`src/rtl/core/dsed_pkg.sv`:
```
`timescale 1ns / 1ps
`default_nettype none

package dsed_pkg;

  // Frame store depth and the widths that follow from it.
  localparam int MAX_FRAME_BYTES = 16;
  localparam int ADDR_W          = $clog2(MAX_FRAME_BYTES);
  localparam int FILL_W          = $clog2(MAX_FRAME_BYTES + 1);

  // Fixed field widths of the two channels.
  localparam int BYTE_W = 8;
  localparam int IDX_W  = 4;
  localparam int LEN_W  = 5;
  localparam int STAT_W = 2;
  localparam int ID_W   = 16;

  // Link control codes.
  localparam logic [BYTE_W-1:0] CODE_STX = 8'h02;
  localparam logic [BYTE_W-1:0] CODE_ETX = 8'h03;
  localparam logic [BYTE_W-1:0] CODE_DLE = 8'h10;

  // Frame status codes.
  localparam logic [STAT_W-1:0] ST_GOOD     = 2'd0;
  localparam logic [STAT_W-1:0] ST_SHORT    = 2'd1;
  localparam logic [STAT_W-1:0] ST_OVERFLOW = 2'd2;

  typedef enum logic [5:0] {
    S_IDLE   = 6'b000001,
    S_DECODE = 6'b000010,
    S_RD     = 6'b000100,
    S_EMIT   = 6'b001000,
    S_EMPTY  = 6'b010000,
    S_OVF    = 6'b100000
  } state_t;

  // Commands from the controller to the datapath.
  typedef struct packed {
    logic load_byte;
    logic store;
    logic clr_fill;
    logic rd_start;
    logic rd_issue;
    logic rd_next;
    logic emit_byte;
    logic emit_empty;
    logic emit_ovf;
  } cmd_t;

  // Status from the datapath to the controller.
  typedef struct packed {
    logic is_dle;
    logic is_stx;
    logic is_etx;
    logic fill_zero;
    logic fill_full;
    logic rd_last;
    logic out_free;
  } stat_t;

endpackage

`default_nettype wire

```
`src/rtl/core/dsed_in_if.sv`:
```
`timescale 1ns / 1ps
`default_nettype none

interface dsed_in_if;
  logic                        valid;
  logic                        ready;
  logic [dsed_pkg::BYTE_W-1:0] rx_byte;

  modport source (output valid, output rx_byte, input ready);
  modport sink   (input valid, input rx_byte, output ready);
endinterface

`default_nettype wire

```
`src/rtl/core/dsed_out_if.sv`:
```
`timescale 1ns / 1ps
`default_nettype none

interface dsed_out_if;
  logic                        valid;
  logic                        ready;
  logic [dsed_pkg::BYTE_W-1:0] frame_byte;
  logic [dsed_pkg::IDX_W-1:0]  byte_index;
  logic [dsed_pkg::LEN_W-1:0]  frame_length;
  logic [dsed_pkg::STAT_W-1:0] frame_status;
  logic [dsed_pkg::BYTE_W-1:0] header_bus;
  logic [dsed_pkg::ID_W-1:0]   header_id;
  logic                        last;

  modport source (
    output valid, output frame_byte, output byte_index, output frame_length,
    output frame_status, output header_bus, output header_id, output last,
    input ready
  );
  modport sink (
    input valid, input frame_byte, input byte_index, input frame_length,
    input frame_status, input header_bus, input header_id, input last,
    output ready
  );
endinterface

`default_nettype wire

```
`src/rtl/core/dle_stx_etx_deframer.sv`:
```
`timescale 1ns / 1ps
`default_nettype none

// DLE/STX/ETX deframer.
// The in_bus channel carries one raw link byte per beat. Frames open with
// DLE STX and close with DLE ETX; DLE DLE inside a frame is a literal 0x10,
// and any other escaped byte aborts the open frame without a report.
// When a frame closes, the out_bus channel gives one beat per stored byte,
// in order, each with the frame length, the status and the header (bus byte
// and little-endian id), with last set on the final beat. An empty frame
// gives one short beat, and a frame that outgrows the store gives one
// overflow beat.
// Each input beat is accepted and then decoded by the controller, so no new
// beat is taken before the last is decoded. A closing ETX releases each
// byte by a read of the registered store port and an emit, waiting on a
// stalled receiver; in_bus stays not ready until the last beat is loaded.
// Results leave through an output register, so a stalled receiver holds
// the current beat and the release simply waits.
// Reset clears the escape, the open-frame flag, the fill count and the
// output valid; the store itself is not cleared and needs no clearing pass.
module dle_stx_etx_deframer (
  input  logic        clk,
  input  logic        rst_n,
  dsed_in_if.sink     in_bus,
  dsed_out_if.source  out_bus
);

  dsed_pkg::cmd_t  cmd;
  dsed_pkg::stat_t stat;
  logic            in_ready;

  // Controller: escape and frame tracking, release sequencing.
  dsed_ctrl u_ctrl (
    .clk      (clk),
    .rst_n    (rst_n),
    .in_valid (in_bus.valid),
    .in_ready (in_ready),
    .stat     (stat),
    .cmd      (cmd)
  );

  assign in_bus.ready = in_ready;

  // Datapath: byte register, frame store, header capture and output register.
  dsed_datapath u_dp (
    .clk          (clk),
    .rst_n        (rst_n),
    .cmd          (cmd),
    .stat         (stat),
    .rx_byte      (in_bus.rx_byte),
    .out_ready    (out_bus.ready),
    .out_valid    (out_bus.valid),
    .frame_byte   (out_bus.frame_byte),
    .byte_index   (out_bus.byte_index),
    .frame_length (out_bus.frame_length),
    .frame_status (out_bus.frame_status),
    .header_bus   (out_bus.header_bus),
    .header_id    (out_bus.header_id),
    .last         (out_bus.last)
  );

endmodule

`default_nettype wire

```
`src/rtl/core/dsed_ram.sv`:
```
`timescale 1ns / 1ps
`default_nettype none

module dsed_ram #(
  parameter int WIDTH = 8,
  parameter int DEPTH = 16
) (
  input  logic                     clk,
  input  logic                     we,
  input  logic [$clog2(DEPTH)-1:0] waddr,
  input  logic [WIDTH-1:0]         wdata,
  input  logic                     re,
  input  logic [$clog2(DEPTH)-1:0] raddr,
  output logic [WIDTH-1:0]         rdata
);

  logic [WIDTH-1:0] mem [DEPTH];
  logic [WIDTH-1:0] rdata_r;

  always_ff @(posedge clk) begin
    if (we) begin
      mem[waddr] <= wdata;
    end
    if (re) begin
      rdata_r <= mem[raddr];
    end
  end

  assign rdata = rdata_r;

endmodule

`default_nettype wire

```
`src/rtl/core/dsed_datapath.sv`:
```
`timescale 1ns / 1ps
`default_nettype none

module dsed_datapath (
  input  logic                        clk,
  input  logic                        rst_n,
  input  dsed_pkg::cmd_t              cmd,
  output dsed_pkg::stat_t             stat,
  input  logic [dsed_pkg::BYTE_W-1:0] rx_byte,
  input  logic                        out_ready,
  output logic                        out_valid,
  output logic [dsed_pkg::BYTE_W-1:0] frame_byte,
  output logic [dsed_pkg::IDX_W-1:0]  byte_index,
  output logic [dsed_pkg::LEN_W-1:0]  frame_length,
  output logic [dsed_pkg::STAT_W-1:0] frame_status,
  output logic [dsed_pkg::BYTE_W-1:0] header_bus,
  output logic [dsed_pkg::ID_W-1:0]   header_id,
  output logic                        last
);

  logic [dsed_pkg::BYTE_W-1:0] byte_r;
  logic [dsed_pkg::FILL_W-1:0] fill_r, fill_nxt;
  logic [dsed_pkg::ADDR_W-1:0] rd_idx_r, rd_idx_nxt;
  logic [dsed_pkg::BYTE_W-1:0] hdr_bus_r;
  logic [dsed_pkg::ID_W-1:0]   hdr_id_r;
  logic [dsed_pkg::BYTE_W-1:0] ram_rdata;
  logic                        good;

  logic                        out_valid_r;
  logic [dsed_pkg::BYTE_W-1:0] frame_byte_r;
  logic [dsed_pkg::IDX_W-1:0]  byte_index_r;
  logic [dsed_pkg::LEN_W-1:0]  frame_length_r;
  logic [dsed_pkg::STAT_W-1:0] frame_status_r;
  logic [dsed_pkg::BYTE_W-1:0] header_bus_r;
  logic [dsed_pkg::ID_W-1:0]   header_id_r;
  logic                        last_r;

  dsed_ram #(
    .WIDTH (dsed_pkg::BYTE_W),
    .DEPTH (dsed_pkg::MAX_FRAME_BYTES)
  ) u_store (
    .clk   (clk),
    .we    (cmd.store),
    .waddr (fill_r[dsed_pkg::ADDR_W-1:0]),
    .wdata (byte_r),
    .re    (cmd.rd_issue),
    .raddr (rd_idx_r),
    .rdata (ram_rdata)
  );

  always_comb begin
    fill_nxt = fill_r;
    if (cmd.clr_fill) begin
      fill_nxt = '0;
    end else if (cmd.store) begin
      fill_nxt = fill_r + dsed_pkg::FILL_W'(1);
    end
    rd_idx_nxt = rd_idx_r;
    if (cmd.rd_start) begin
      rd_idx_nxt = '0;
    end else if (cmd.rd_next) begin
      rd_idx_nxt = rd_idx_r + dsed_pkg::ADDR_W'(1);
    end
  end

  always_ff @(posedge clk) begin
    if (!rst_n) begin
      fill_r   <= '0;
      rd_idx_r <= '0;
    end else begin
      fill_r   <= fill_nxt;
      rd_idx_r <= rd_idx_nxt;
    end
  end

  // The first three bytes are caught on their way into the store, so the
  // header is ready when the frame closes.
  always_ff @(posedge clk) begin
    if (cmd.load_byte) begin
      byte_r <= rx_byte;
    end
    if (cmd.store) begin
      if (fill_r == dsed_pkg::FILL_W'(0)) begin
        hdr_bus_r <= byte_r;
      end
      if (fill_r == dsed_pkg::FILL_W'(1)) begin
        hdr_id_r[7:0] <= byte_r;
      end
      if (fill_r == dsed_pkg::FILL_W'(2)) begin
        hdr_id_r[15:8] <= byte_r;
      end
    end
  end

  assign good = (fill_r >= dsed_pkg::FILL_W'(3));

  always_comb begin
    stat.is_dle    = (byte_r == dsed_pkg::CODE_DLE);
    stat.is_stx    = (byte_r == dsed_pkg::CODE_STX);
    stat.is_etx    = (byte_r == dsed_pkg::CODE_ETX);
    stat.fill_zero = (fill_r == '0);
    stat.fill_full = (fill_r == dsed_pkg::FILL_W'(dsed_pkg::MAX_FRAME_BYTES));
    stat.rd_last   = ((dsed_pkg::FILL_W'(rd_idx_r) + dsed_pkg::FILL_W'(1)) == fill_r);
    stat.out_free  = !out_valid_r || out_ready;
  end

  always_ff @(posedge clk) begin
    if (!rst_n) begin
      out_valid_r <= 1'b0;
    end else if (cmd.emit_byte || cmd.emit_empty || cmd.emit_ovf) begin
      out_valid_r <= 1'b1;
    end else if (out_ready) begin
      out_valid_r <= 1'b0;
    end
  end

  always_ff @(posedge clk) begin
    if (cmd.emit_byte) begin
      frame_byte_r   <= ram_rdata;
      byte_index_r   <= dsed_pkg::IDX_W'(rd_idx_r);
      frame_length_r <= dsed_pkg::LEN_W'(fill_r);
      frame_status_r <= good ? dsed_pkg::ST_GOOD : dsed_pkg::ST_SHORT;
      header_bus_r   <= good ? hdr_bus_r : '0;
      header_id_r    <= good ? hdr_id_r : '0;
      last_r         <= stat.rd_last;
    end else if (cmd.emit_empty || cmd.emit_ovf) begin
      frame_byte_r   <= '0;
      byte_index_r   <= '0;
      frame_length_r <= cmd.emit_ovf ? dsed_pkg::LEN_W'(dsed_pkg::MAX_FRAME_BYTES) : '0;
      frame_status_r <= cmd.emit_ovf ? dsed_pkg::ST_OVERFLOW : dsed_pkg::ST_SHORT;
      header_bus_r   <= '0;
      header_id_r    <= '0;
      last_r         <= 1'b1;
    end
  end

  assign out_valid    = out_valid_r;
  assign frame_byte   = frame_byte_r;
  assign byte_index   = byte_index_r;
  assign frame_length = frame_length_r;
  assign frame_status = frame_status_r;
  assign header_bus   = header_bus_r;
  assign header_id    = header_id_r;
  assign last         = last_r;

endmodule

`default_nettype wire

```
`src/rtl/core/dsed_ctrl.sv`:
```
`timescale 1ns / 1ps
`default_nettype none

module dsed_ctrl (
  input  logic            clk,
  input  logic            rst_n,
  input  logic            in_valid,
  output logic            in_ready,
  input  dsed_pkg::stat_t stat,
  output dsed_pkg::cmd_t  cmd
);

  dsed_pkg::state_t state_r, state_nxt;
  logic             esc_r, esc_nxt;
  logic             in_frame_r, in_frame_nxt;
  logic             is_data;

  assign in_ready = (state_r == dsed_pkg::S_IDLE);

  // A byte is payload unless it arms an escape or is an escaped byte other than DLE.
  assign is_data = esc_r ? stat.is_dle : !stat.is_dle;

  always_comb begin
    state_nxt    = state_r;
    esc_nxt      = esc_r;
    in_frame_nxt = in_frame_r;
    cmd          = '0;
    cmd.load_byte = in_valid && in_ready;

    unique case (state_r)
      dsed_pkg::S_IDLE: begin
        if (in_valid) begin
          state_nxt = dsed_pkg::S_DECODE;
        end
      end
      dsed_pkg::S_DECODE: begin
        state_nxt = dsed_pkg::S_IDLE;
        esc_nxt   = !esc_r && stat.is_dle;
        if (esc_r && stat.is_stx) begin
          in_frame_nxt = 1'b1;
          cmd.clr_fill = 1'b1;
        end else if (esc_r && stat.is_etx) begin
          if (in_frame_r) begin
            in_frame_nxt = 1'b0;
            cmd.rd_start = 1'b1;
            state_nxt    = stat.fill_zero ? dsed_pkg::S_EMPTY : dsed_pkg::S_RD;
          end
        end else if (!is_data) begin
          if (esc_r) begin
            in_frame_nxt = 1'b0;
          end
        end else if (in_frame_r) begin
          if (!stat.fill_full) begin
            cmd.store = 1'b1;
          end else begin
            in_frame_nxt = 1'b0;
            state_nxt    = dsed_pkg::S_OVF;
          end
        end
      end
      dsed_pkg::S_RD: begin
        cmd.rd_issue = 1'b1;
        state_nxt    = dsed_pkg::S_EMIT;
      end
      dsed_pkg::S_EMIT: begin
        if (stat.out_free) begin
          cmd.emit_byte = 1'b1;
          if (stat.rd_last) begin
            state_nxt = dsed_pkg::S_IDLE;
          end else begin
            cmd.rd_next = 1'b1;
            state_nxt   = dsed_pkg::S_RD;
          end
        end
      end
      dsed_pkg::S_EMPTY: begin
        if (stat.out_free) begin
          cmd.emit_empty = 1'b1;
          state_nxt      = dsed_pkg::S_IDLE;
        end
      end
      dsed_pkg::S_OVF: begin
        if (stat.out_free) begin
          cmd.emit_ovf = 1'b1;
          state_nxt    = dsed_pkg::S_IDLE;
        end
      end
      default: begin
        state_nxt = dsed_pkg::S_IDLE;
      end
    endcase
  end

  always_ff @(posedge clk) begin
    if (!rst_n) begin
      state_r    <= dsed_pkg::S_IDLE;
      esc_r      <= 1'b0;
      in_frame_r <= 1'b0;
    end else begin
      state_r    <= state_nxt;
      esc_r      <= esc_nxt;
      in_frame_r <= in_frame_nxt;
    end
  end

  a_accept_decodes: assert property (@(posedge clk) disable iff (!rst_n)
    in_valid && in_ready |=> state_r == dsed_pkg::S_DECODE)
    else $error("accepted beat not followed by decode");

  a_store_in_frame: assert property (@(posedge clk) disable iff (!rst_n)
    cmd.store |-> in_frame_r && !stat.fill_full)
    else $error("store written outside a frame or when full");

  a_frame_opens_escaped: assert property (@(posedge clk) disable iff (!rst_n)
    $rose(in_frame_r) |-> $past(esc_r))
    else $error("frame opened without an escape");

  a_last_returns_idle: assert property (@(posedge clk) disable iff (!rst_n)
    state_r == dsed_pkg::S_EMIT && stat.out_free && stat.rd_last
    |=> state_r == dsed_pkg::S_IDLE)
    else $error("release did not end after the last byte");

endmodule

`default_nettype wire
```
`src/flat_wrapper.sv`:
```
// flat-port wrapper written by rule: the top's interface ports become plain ports
module dle_stx_etx_deframer_flat 
  (clk, rst_n, in_bus_valid, in_bus_rx_byte, in_bus_ready, out_bus_valid, out_bus_frame_byte, out_bus_byte_index, out_bus_frame_length, out_bus_frame_status, out_bus_header_bus, out_bus_header_id, out_bus_last, out_bus_ready);
  dsed_in_if in_bus_i ();
  dsed_out_if out_bus_i ();
  input  logic clk;
  input  logic rst_n;
  input wire logic [$bits(in_bus_i.valid)-1:0] in_bus_valid;
  input wire logic [$bits(in_bus_i.rx_byte)-1:0] in_bus_rx_byte;
  output wire logic [$bits(in_bus_i.ready)-1:0] in_bus_ready;
  output wire logic [$bits(out_bus_i.valid)-1:0] out_bus_valid;
  output wire logic [$bits(out_bus_i.frame_byte)-1:0] out_bus_frame_byte;
  output wire logic [$bits(out_bus_i.byte_index)-1:0] out_bus_byte_index;
  output wire logic [$bits(out_bus_i.frame_length)-1:0] out_bus_frame_length;
  output wire logic [$bits(out_bus_i.frame_status)-1:0] out_bus_frame_status;
  output wire logic [$bits(out_bus_i.header_bus)-1:0] out_bus_header_bus;
  output wire logic [$bits(out_bus_i.header_id)-1:0] out_bus_header_id;
  output wire logic [$bits(out_bus_i.last)-1:0] out_bus_last;
  input wire logic [$bits(out_bus_i.ready)-1:0] out_bus_ready;
  assign in_bus_i.valid = in_bus_valid;
  assign in_bus_i.rx_byte = in_bus_rx_byte;
  assign in_bus_ready = in_bus_i.ready;
  assign out_bus_valid = out_bus_i.valid;
  assign out_bus_frame_byte = out_bus_i.frame_byte;
  assign out_bus_byte_index = out_bus_i.byte_index;
  assign out_bus_frame_length = out_bus_i.frame_length;
  assign out_bus_frame_status = out_bus_i.frame_status;
  assign out_bus_header_bus = out_bus_i.header_bus;
  assign out_bus_header_id = out_bus_i.header_id;
  assign out_bus_last = out_bus_i.last;
  assign out_bus_i.ready = out_bus_ready;
  dle_stx_etx_deframer u_core (.clk(clk), .rst_n(rst_n), .in_bus(in_bus_i), .out_bus(out_bus_i));
endmodule
```
`config.mk`:
```
export PLATFORM = sky130hd
export DESIGN_NAME = dle_stx_etx_deframer_flat
export DESIGN_NICKNAME = d
export VERILOG_FILES = /design/src/rtl/core/dsed_pkg.sv /design/src/rtl/core/dsed_in_if.sv /design/src/rtl/core/dsed_out_if.sv /design/src/rtl/core/dle_stx_etx_deframer.sv /design/src/rtl/core/dsed_ram.sv /design/src/rtl/core/dsed_datapath.sv /design/src/rtl/core/dsed_ctrl.sv /design/src/flat_wrapper.sv
export SDC_FILE = /design/constraint.sdc
export NUM_CORES = 1
export LEC_CHECK = 0
export ABC_AREA = 1
export BUFFER_PORTS_ARGS = -buffer_cell sky130_fd_sc_hd__buf_2
export CORE_UTILIZATION = 36
export CTS_BUF_LIST = sky130_fd_sc_hd__clkbuf_2 sky130_fd_sc_hd__clkbuf_4 sky130_fd_sc_hd__clkbuf_8
export DETAILED_ROUTE_END_ITERATION = 16
export PLACE_DENSITY_LB_ADDON = 0.25
export SYNTH_ARGS = -nofsm -noshare
export SYNTH_HDL_FRONTEND = slang
export SYNTH_SLANG_ARGS = --single-unit
```
`constraint.sdc`:
```
create_clock -name clk -period 3.4 [get_ports clk]
set_clock_uncertainty 0.15 [all_clocks]
set_input_delay 0.68 -clock clk [delete_from_list [all_inputs] [get_ports clk]]
set_output_delay 0.68 -clock clk [all_outputs]
set_load 0.01 [all_outputs]
```
==> impl_metrics.tcl, run 1 <==
set metrics [dict create \
    slew_headroom 0.355 \
    synth.yosys.seq_area_share 0.736 \
    cp_cell_sequence "nor2_1 > nand2_1 > nor4_1 > ha_1 > nand2_1 > inv_1 > nand2_1 > nor3_4 > nand2_1 > nor2_1" \
    initial_util 0.372 \
    die_footprint_um2 26000 \
    antenna_violations_before_repair 1 \
    outcome "finished clean" \
    final.period_utilization 0.876 \
    total_number_of_yosys_warnings 0 \
    max_slew_violation_total_from_the_final_report 0 \
    detail_placement_hpwl_mm 13.3 \
    critical_path.startpoint_type "register" \
    crit_top_cell "sky130_fd_sc_hd__nand2_1" \
    layout.cells.most_common_list "212 x sky130_fd_sc_hd__edfxtp_1, 145 x sky130_fd_sc_hd__nor2_1, 75 x sky130_fd_sc_hd__inv_1, 75 x sky130_fd_sc_hd__o21ai_0, 68 x sky130_fd_sc_hd__nand2_1" \
    async_set_or_reset_register_ratio_after_synthesis 0 \
    syn2layout_area_growth_pct 16.7 \
    dpl-instance-area_um2 9930 \
    core-area_um2 24600 \
    post_cts_hold_buffer_count 0 \
    tns_ps 0 \
    crit_fanout 10 \
    ctsResizeCount 0 \
    route.antenna.remaining_nets 0 \
    place.detailed.instances 1121 \
    mostFrequentLayoutCell "sky130_fd_sc_hd__edfxtp_1" \
    layout-drive-gt1-share 0.185 \
    worst_hold_slack_ps 184 \
    postSynth.topFlopCell "sky130_fd_sc_hd__edfxtp_1" \
    power.total_mw 5.84 \
    layout_min_cycle_time_ps 2980 \
    wl_per_cell_um 17.7 \
    cts_buffer_depth 3 \
    worstPathRequired_ps 3420 \
    row_count 57 \
    port_buffers 57 \
    cts_root_buf "sky130_fd_sc_hd__clkbuf_8" \
    timing.hold.worst.start "in_bus_rx_byte[3]" \
    detailroute.via_count 5877 \
    critical-path-slowest-cell "sky130_fd_sc_hd__nor2_1" \
    first_global_vias 5784 \
    overflow_left_after_global_routing 0 \
    unrepaired_setup_endpoints_after_global_routing "no" \
    h-tree-depth 2 \
    grt_start_max_net_pins 45 \
    number_of_buffers_added_for_setup_after_cts 0 \
    hold-path-cell-count 1 \
    setup_violations 0 \
    power-per-cell-area_nw_per_um2 547 \
    route.detailed.drc 0 \
    horizontal_extent_of_the_die_um 161 \
    insertion_delay_ps 520 \
    cpPeakStageDelay_ps 600 \
    ir_worst_vdd_mv 0.250 \
    finalInstanceArea_um2 10700 \
    worstSetupEndpointType "register" \
    synth_area_per_cell_um2 12.3 \
    r2r-start "u_core.u_dp.byte_r[7]" \
    flip_flop_and_latch_count_after_synthesis 230 \
    instances_no_fill 1192 \
    clk_pin_slew_worst_paths_ps 60 \
    synth_edf_count 212 \
    number_of_iterations_in_the_first_detailed_routing_pass 4 \
    synthesis.instances 742 \
    worst_ep_arrival_time_ps 3000 \
    p_leak_nw 3.98 \
    clkSinkCount 230 \
    nets 856 \
    layout.filler_cells 2276 \
    setup.worst_path.start "u_core.u_dp.byte_r[7]" \
    hold_class "input pin to register" \
    height_of_the_die_um 161 \
    syn-num-nets 760 \
    synthesis.area_um2 9150 \
    worst-slew-pin-transition_ps 967 \
    global_route.usage.total 0.165 \
    cts_made_buffers 39 \
    finalHoldViolCount 0 \
    timing.reg2reg.worst_path_depth 10 \
    routabilityCongestion 0.799 \
    worst-setup-path-type "register to register" \
    global_route_wire_length_before_repair_mm 32.3 \
    wirelength_mm 21.0 \
    synth.lib_cells_used.distinct 27 \
    detailedRoute.firstIterationViolations 473 \
    fmax_mhz 336 \
    tritoncts "built" \
    max-cap-violations 0 \
    drt-vias-per-instance 4.93 \
    floorplan.io_pins 58 \
]
-- path summary, 6_finish.rpt --
path / to / slack, ps
worst max-delay path: u_core.u_dp.u_store.mem[10][3] / 420
worst min-delay path: u_core.u_dp.byte_r[3] / 180
worst max register to register: u_core.u_dp.u_store.mem[10][3] / 420
worst min register to register: u_core.u_ctrl.esc_r / 380
-- critical path: cells and delay by family (launching register included) --
| kind | cells | cell delay, ps |
|---|---|---|
| simple gates | 8 | 1850 |
| flops | 1 | 390 |
| buf+inv | 1 | 70 |
| fa+ha+maj | 1 | 180 |
-- synthesized netlist by cell type (8+ instances only) --
master / number / area (µm²)
sky130_fd_sc_hd__edfxtp_1: 212 / 6370
sky130_fd_sc_hd__nor2_1: 145 / 544
sky130_fd_sc_hd__inv_1: 75 / 282
sky130_fd_sc_hd__o21ai_0: 75 / 375
sky130_fd_sc_hd__nand2_1: 68 / 255
sky130_fd_sc_hd__nand3_1: 26 / 130
sky130_fd_sc_hd__o221ai_1: 23 / 201
sky130_fd_sc_hd__clkbuf_1: 18 / 67.6
sky130_fd_sc_hd__dfxtp_1: 18 / 360
sky130_fd_sc_hd__a21oi_1: 14 / 70.1
sky130_fd_sc_hd__buf_2: 12 / 60.1
sky130_fd_sc_hd__o211ai_1: 9 / 67.6
sky130_fd_sc_hd__o22ai_1: 9 / 56.3
sky130_fd_sc_hd__nand4_1: 8 / 50.1
-- stage by stage --
stage | setup WS (ps) | util
final | 420 | 0.434
after global routing | 148 | 0.434
after CTS | 408 | 0.434
after detailed placement | 440 | 0.404
after global placement | 509 | 0.404
after floorplan | 468 | -
-- where the power goes --
part           internal, mW  leakage (nW)  switching [mW]
registers              3.19          2.10          0.0213
clock network          1.27         0.391            1.06
logic                0.0706          1.49           0.229
-- layer usage --
layer / global-route usage / routed length (µm)
met1: 0.222 / 9150
met3: 0.0331 / 1630
met2: 0.258 / 9670
met5: 0 / 0
met4: 0.0742 / 598
-- state kept, by name, summed over array words and instances (netlist names), 8 cells and up --
name                       flops
u_core.u_dp.byte_r             8
u_core.u_dp.hdr_id_r          16
u_core.u_dp.u_store.mem      128
u_core.u_dp.hdr_bus_r          8
u_core.u_dp.header_bus         8
u_core.u_dp.frame_byte         8
u_core.u_dp.u_store.rdata      8
u_core.u_dp.header_id         16
-- layout make-up --
type | instances | area, µm² | share of cell area
Inverter | 78 | 293 | 0.0274
Clock buffer | 55 | 669 | 0.0627
Timing Repair Buffer | 87 | 510 | 0.0478
Clock inverter | 15 | 68.8 | 0.00645
Antenna cell | 1 | 2.50 | 0.000234
Multi-Input combinational cell | 402 | 2000 | 0.187
Tap cell | 324 | 405 | 0.0380
Sequential cell | 230 | 6730 | 0.630
-- kinds of logic (layout without fill, tap and decap cells) --
kind of cell | after synthesis | after routing | synth area share
AND/OR/NAND/NOR | 265 | 265 | 0.124
flip-flops | 230 | 230 | 0.736
adder cells (fa/ha/maj) | 6 | 6 | 0.00821
AO/OA/AOI/OAI | 130 | 130 | 0.0843
XOR/XNOR | 1 | 1 | 0.000958
buffers and inverters | 110 | 235 | 0.0472
other | 0 | 1 | 0
(Power assumes the default switching activity.)
==> run 2: changes to the inputs <==
--- a/config.mk
+++ b/config.mk
@@ -5,12 +5,12 @@
 export SDC_FILE = /design/constraint.sdc
 export NUM_CORES = 1
 export LEC_CHECK = 0
-export ABC_AREA = 1
 export BUFFER_PORTS_ARGS = -buffer_cell sky130_fd_sc_hd__buf_2
 export CORE_UTILIZATION = 36
 export CTS_BUF_LIST = sky130_fd_sc_hd__clkbuf_2 sky130_fd_sc_hd__clkbuf_4 sky130_fd_sc_hd__clkbuf_8
 export DETAILED_ROUTE_END_ITERATION = 16
 export PLACE_DENSITY_LB_ADDON = 0.25
+export SKIP_LAST_GASP = 1
 export SYNTH_ARGS = -nofsm -noshare
 export SYNTH_HDL_FRONTEND = slang
 export SYNTH_SLANG_ARGS = --single-unit
==> constraint.sdc (replaced) <==
create_clock -name clk -period 3.4 [get_ports clk]
set_clock_uncertainty 0.15 [all_clocks]
set_input_delay 0.17 -clock clk [delete_from_list [all_inputs] [get_ports clk]]
set_output_delay 0.17 -clock clk [all_outputs]
set_load 0.01 [all_outputs]
==> run 2 against run 1 <==
  * Maximum frequency is 7.0% lower
  * Synthesized area is 2.0% lower
  * Hold slack better by 14 ps
  * Synthesized cell count is 34% lower
  * Sequential power is 3% lower
  * Cell area is 0.40% higher
  * Register-to-register slack worse by 220 ps
  * Non-clock buffer count is 18 higher
  * Critical path type unchanged
  * Largest cell class unchanged
  * Highest routed layer unchanged
==> impl_metrics.tcl, run 2 <==
set metrics [dict create \
    antennaDiodeCount 0 \
    port_buffers 57 \
    max-cap-violations 0 \
    synth.lib_cells_used.distinct 49 \
    synth_edf_count 212 \
    antenna_violations_before_repair 0 \
    layout.cells.most_common_list "212 x sky130_fd_sc_hd__edfxtp_1, 57 x sky130_fd_sc_hd__buf_2, 42 x sky130_fd_sc_hd__and2_1" \
    route.detailed.drc 0 \
    clk_pin_slew_worst_paths_ps 60 \
    syn2layout_area_growth_pct 19.6 \
    synth_area_per_cell_um2 18.2 \
    worst-slew-pin-transition_ps 699 \
    row_count 57 \
    post_synth_main_area_contributors "sky130_fd_sc_hd__edfxtp_1 71%, sky130_fd_sc_hd__mux4_2 10%, sky130_fd_sc_hd__dfxtp_1 4.0%" \
    clkSinkCount 230 \
    final.period_utilization 0.942 \
    worst_ep_arrival_time_ps 3290 \
    dpl-instance-area_um2 9830 \
    postSynth.topFlopCell "sky130_fd_sc_hd__edfxtp_1" \
    worstSetupEndpointType "register" \
    async_set_or_reset_register_ratio_after_synthesis 0 \
    worst-setup-path-type "register to register" \
    finalInstanceArea_um2 10700 \
    ctsResizeCount 0 \
    unrepaired_setup_endpoints_after_global_routing "no" \
    synth.yosys.seq_area_share 0.751 \
    tritoncts "built" \
    number_of_iterations_in_the_first_detailed_routing_pass 4 \
    critical_path.startpoint_type "register" \
    post-synth-top-area-cell "sky130_fd_sc_hd__edfxtp_1" \
    routabilityCongestion 0.765 \
    outcome "finished clean" \
    layout-drive-gt1-share 0.309 \
    seq_power_share 0.552 \
    global_route_wire_length_before_repair_mm 28.9 \
    power_switching_share 0.207 \
    leading_post_synthesis_cells_by_instance_count "212 x sky130_fd_sc_hd__edfxtp_1, 42 x sky130_fd_sc_hd__and2_1, 40 x sky130_fd_sc_hd__mux4_2, 40 x sky130_fd_sc_hd__nor2_1, 19 x sky130_fd_sc_hd__clkbuf_1" \
    hold_class "input pin to register" \
    route.antenna.remaining_nets 0 \
    cell_internal_power_mw 4.46 \
    tns_ps 0 \
    first_global_vias 4933 \
    pwr-share-comb 0.021 \
    wl_per_cell_um 19.4 \
    overflow_left_after_global_routing 0 \
    ir_worst_vdd_mv 0.241 \
    syn-num-nets 510 \
    height_of_the_die_um 160 \
    cts_buffer_depth 3 \
    cts_root_buf "sky130_fd_sc_hd__clkbuf_8" \
    power.total_mw 5.63 \
    total_number_of_yosys_warnings 0 \
    power-per-cell-area_nw_per_um2 525 \
    horizontal_extent_of_the_die_um 160 \
    grt_start_max_net_pins 37 \
    power_switching_mw 1.16 \
    fmax_mhz 312 \
    max_slew_violation_total_from_the_final_report 0 \
    p_leak_nw 3.49 \
    clock_power_share 0.426 \
    top_register "u_core.u_dp.u_store.mem" \
    floorplan.io_pins 58 \
    slew_headroom 0.530 \
    nets 630 \
    setup_violations 0 \
    wirelength_mm 18.7 \
    mostFrequentLayoutCell "sky130_fd_sc_hd__edfxtp_1" \
    netlist.area_leader.share 0.711 \
    worstPathRequired_ps 3490 \
    insertion_delay_ps 530 \
    core-area_um2 24400 \
    drt-vias-per-instance 4.82 \
    global_route.usage.total 0.152 \
    crit_fanout 8 \
    finalHoldViolCount 0 \
    hold-path-cell-count 2 \
    detailroute.via_count 4648 \
    synthesis.instances 492 \
    largest_register_ffs 128 \
    flip_flop_and_latch_count_after_synthesis 230 \
    synth_most_common_cell "sky130_fd_sc_hd__edfxtp_1" \
    die_footprint_um2 25500 \
    timing.reg2reg.worst_path_depth 8 \
    synthesis.area_um2 8960 \
    detail_placement_hpwl_mm 12.4 \
    detailedRoute.firstIterationViolations 293 \
    initial_util 0.367 \
    layout_min_cycle_time_ps 3200 \
    h-tree-depth 2 \
    number_of_buffers_added_for_setup_after_cts 0 \
    cts_made_buffers 38 \
]
## run 2: cell types whose count changed in the layout (fill, tap and decap cells not counted), sizes merged, moves of 7 or more
cell	before	now
inv	79	7
nand3	28	4
o211ai	9	1
mux4	0	40
dlygate4sd3	0	13
o221ai	23	0
nand2	68	17
and2	0	42
nor2	150	40
o21ai	75	5
o22ai	9	0
clkbuf	55	48
nand4	8	1
## run 2: metal layers
layer,GRT usage,wire [µm]
met5,0,0
met4,0.0638,536
met3,0.0387,1250
met2,0.239,8870
met1,0.200,8040
## run 2: path summary, 6_finish.rpt
check	slack (ps)	end	startpoint
hold reg to reg	320	u_core.u_ctrl.esc_r	u_core.u_ctrl.esc_r
setup / recovery	200	u_core.u_dp.hdr_id_r[1]	u_core.u_dp.byte_r[2]
hold / removal	200	u_core.u_dp.byte_r[1]	in_bus_rx_byte[1]
setup reg to reg	200	u_core.u_dp.hdr_id_r[1]	u_core.u_dp.byte_r[2]
## run 2: worst max-delay path, stage by stage, from the launching register on
cell                       delay (ps)
sky130_fd_sc_hd__edfxtp_1         380
sky130_fd_sc_hd__or4_1            600
sky130_fd_sc_hd__nor3_1           310
sky130_fd_sc_hd__ha_1             210
sky130_fd_sc_hd__nand3_1          200
sky130_fd_sc_hd__nor3_4           330
sky130_fd_sc_hd__nand2_1          260
sky130_fd_sc_hd__nor3_1           240
sky130_fd_sc_hd__buf_4            220
## run 2: cells by family after synthesis
logic type | share of synthesized area
AOI/OAI and AO/OA | 0.0222
xor gates and xnor gates | 0.00977
adders and majority gates | 0.00838
buffers and inverters | 0.0151
DFF | 0.751
muxes | 0.107
and+or+nand+nor | 0.0866
## run 2: stage by stage
step	hold WS (ps)	worst slack (ps)	util	cells
after floorplan	119	6.80	-	492
after global routing	183	8.94	0.439	964
after CTS	170	185	0.439	964
final	198	197	0.439	964
after detailed placement	201	226	0.403	883
after global placement	201	341	0.403	883
## run 2: repair_timing
item	4_1_cts	5_1_grt
endpoints found under the setup margin	0	2
hold endpoints to repair	22	0
hold buffers	13	0
## run 2: area by class of cell
| type | instances | area [µm²] |
|---|---|---|
| Inverter | 6 | 22.5 |
| Multi-Input combinational cell | 231 | 2110 |
| Fill cell | 2160 | 13700 |
| Timing Repair Buffer | 105 | 703 |
| Clock inverter | 20 | 149 |
| Clock buffer | 48 | 604 |
| Tap cell | 324 | 405 |
| Sequential cell | 230 | 6730 |
## run 2: power groups by stage
stage,clock network (mW),logic (mW),registers [mW]
after global placement,0,0.109,3.17
final,2.40,0.120,3.11
after floorplan,0,0.0313,3.18
after global routing,2.58,0.133,3.11
after CTS,2.46,0.125,3.11
after detailed placement,0,0.114,3.17
==> run 3: changes to the inputs <==
--- a/config.mk
+++ b/config.mk
@@ -10,6 +10,8 @@
 export CTS_BUF_LIST = sky130_fd_sc_hd__clkbuf_2 sky130_fd_sc_hd__clkbuf_4 sky130_fd_sc_hd__clkbuf_8
 export DETAILED_ROUTE_END_ITERATION = 16
 export PLACE_DENSITY_LB_ADDON = 0.25
+export REMOVE_ABC_BUFFERS = 1
+export SETUP_SLACK_MARGIN = 0.3
 export SKIP_LAST_GASP = 1
 export SYNTH_ARGS = -nofsm -noshare
 export SYNTH_HDL_FRONTEND = slang
==> run 3 against run 2 <==
  * Largest power group unchanged
  * Global-route usage grew 0.79 points
  * Register-to-register slack gained 300 ps
  * Maximum frequency grew 10%
  * Flip-flop and latch count is the same
==> impl_metrics.tcl, run 3 (synthesis results as in run 2) <==
set metrics [dict create \
    outcome "finished clean" \
    ir_worst_vdd_mv 0.260 \
    r2r-start "u_core.u_dp.byte_r[5]" \
    core-area_um2 24400 \
    cts_buffer_depth 3 \
    timing.reg2reg.worst_path_depth 9 \
    port_buffers 57 \
    detailroute.via_count 4797 \
    wirelength_mm 19.6 \
    cts_made_buffers 38 \
    overflow_left_after_global_routing 0 \
    first_global_vias 4895 \
    antenna_violations_before_repair 0 \
    die_footprint_um2 25500 \
    detail_placement_hpwl_mm 12.3 \
    global_route_wire_length_before_repair_mm 29.9 \
    mostFrequentLayoutCell "sky130_fd_sc_hd__edfxtp_1" \
    worst-setup-path-type "register to register" \
    nets 636 \
    power_switching_share 0.209 \
    layout-drive-gt1-share 0.323 \
    cpPeakStageDelay_ps 600 \
    r2r-end "u_core.u_dp.hdr_id_r[1]" \
    power_switching_mw 1.18 \
    crit_fanout 8 \
    place.detailed.instances 884 \
    regToRegSetupSlack_ps 500 \
    final.period_utilization 0.853 \
    drt-vias-per-instance 4.94 \
    row_count 57 \
    detailedRoute.firstIterationViolations 480 \
    clkSinkCount 230 \
    route.detailed.drc 0 \
    instances_no_fill 971 \
    slew_headroom 0.445 \
    layout.filler_cells 2149 \
    hold_class "input pin to register" \
    setup_violations 0 \
    grt_start_max_net_pins 45 \
    insertion_delay_ps 540 \
    global_route.usage.total 0.160 \
    tritoncts "built" \
    critical_path.startpoint_type "register" \
    critical-path-slowest-cell "sky130_fd_sc_hd__or4_1" \
    routabilityCongestion 0.801 \
    clk_pin_slew_worst_paths_ps 60 \
    worst-slew-pin-transition_ps 831 \
    antennaDiodeCount 0 \
    max_slew_violation_total_from_the_final_report 0 \
    crit_top_cell "sky130_fd_sc_hd__buf_4" \
    height_of_the_die_um 160 \
    horizontal_extent_of_the_die_um 160 \
    worst_ep_arrival_time_ps 3000 \
    power-per-cell-area_nw_per_um2 525 \
    number_of_iterations_in_the_first_detailed_routing_pass 5 \
    clock_power_share 0.428 \
    crit_buf_inv 2 \
    hold-path-cell-count 2 \
    max-cap-violations 0 \
    post_layout_utilization_of_the_core 0.442 \
    critPathTopFamily "simple AND/OR/NAND/NOR gates" \
    syn2layout_area_growth_pct 20.2 \
    seq_power_share 0.550 \
    pwr-share-comb 0.022 \
    initial_util 0.367 \
    finalHoldViolCount 0 \
    fmax_mhz 345 \
    unrepaired_setup_endpoints_after_global_routing "no" \
    cell_internal_power_mw 4.47 \
    worstSetupEndpointType "register" \
    route.antenna.remaining_nets 0 \
    cts_root_buf "sky130_fd_sc_hd__clkbuf_8" \
    top_register "u_core.u_dp.u_store.mem" \
    h-tree-depth 2 \
    layout.cells.most_common_list "212 x sky130_fd_sc_hd__edfxtp_1, 57 x sky130_fd_sc_hd__buf_2, 42 x sky130_fd_sc_hd__and2_1" \
    floorplan.io_pins 58 \
    wl_per_cell_um 20.2 \
    min_delay_worst_endpoint "u_core.u_dp.byte_r[3]" \
    timing.hold.worst.start "in_bus_rx_byte[3]" \
    worstPathRequired_ps 3500 \
    cp_cell_sequence "or4_1 > nor3_2 > ha_1 > nand3_2 > nor3_4 > buf_4 > nand2_2 > nor3_1 > buf_4" \
    largest_register_ffs 128 \
    p_leak_nw 3.53 \
    layout_min_cycle_time_ps 2900 \
]
-- run 3: what timing repair did --
action | in CTS | in global routing
gates resized for setup | 1 | 3
setup buffers | 0 | 5
hold buffers | 13 | 0
pin swaps | 0 | 1
setup endpoints to repair | 8 | 153
hold endpoints to repair | 22 | 0
-- run 3: power by group through the flow --
stage / clock network, mW / registers [mW] / logic (mW)
detailed placement: 0 / 3.17 / 0.116
global placement: 0 / 3.17 / 0.115
CTS: 2.47 / 3.11 / 0.128
global route: 2.59 / 3.11 / 0.137
floorplan: 0 / 3.18 / 0.0304
finish: 2.42 / 3.11 / 0.126
-- run 3: layout make-up --
cell class                      instances  area, µm²  area share
Clock inverter                         21        153      0.0142
Timing Repair Buffer                  111        736      0.0683
Sequential cell                       230       6730       0.625
Multi-Input combinational cell        231       2120       0.197
Inverter                                6       22.5     0.00209
Clock buffer                           48        604      0.0561
Tap cell                              324        405      0.0376
-- run 3: worst max path at each step --
stage	cells after the start	to	startpoint	slack, ps
final	9	u_core.u_dp.hdr_id_r[1]	u_core.u_dp.byte_r[5]	500
after global routing	9	u_core.u_dp.hdr_id_r[4]	u_core.u_dp.byte_r[5]	290
after CTS	8	u_core.u_dp.hdr_id_r[13]	u_core.u_dp.byte_r[5]	300
after detailed placement	8	u_core.u_dp.hdr_id_r[14]	u_core.u_dp.byte_r[2]	290
after global placement	8	u_core.u_dp.hdr_id_r[10]	u_core.u_dp.byte_r[2]	340
after floorplan	5	u_core.u_dp.rd_idx_r[0]	u_core.u_dp.rd_idx_r[0]	-2
-- run 3: routing by layer --
metal / wire length [µm] / GRT usage / part of all wire
met4: 570 / 0.0699 / 0.029
met5: 0 / 0 / 0
met2: 9290 / 0.254 / 0.47
met1: 8790 / 0.215 / 0.45
met3: 957 / 0.0304 / 0.049
-- run 3: metrics by stage --
step                      area [µm²]  setup TNS [ps]  setup slack [ps]  power (mW)  hold slack (ps)
after floorplan                 8850           -4.60             -2.30        3.21              119
after global placement          9830               0               340        3.28              204
after detailed placement        9830               0               289        3.28              199
after CTS                      10700               0               299        5.71              182
after global routing           10800               0               287        5.84              207
final                          10800               0               500        5.65              213
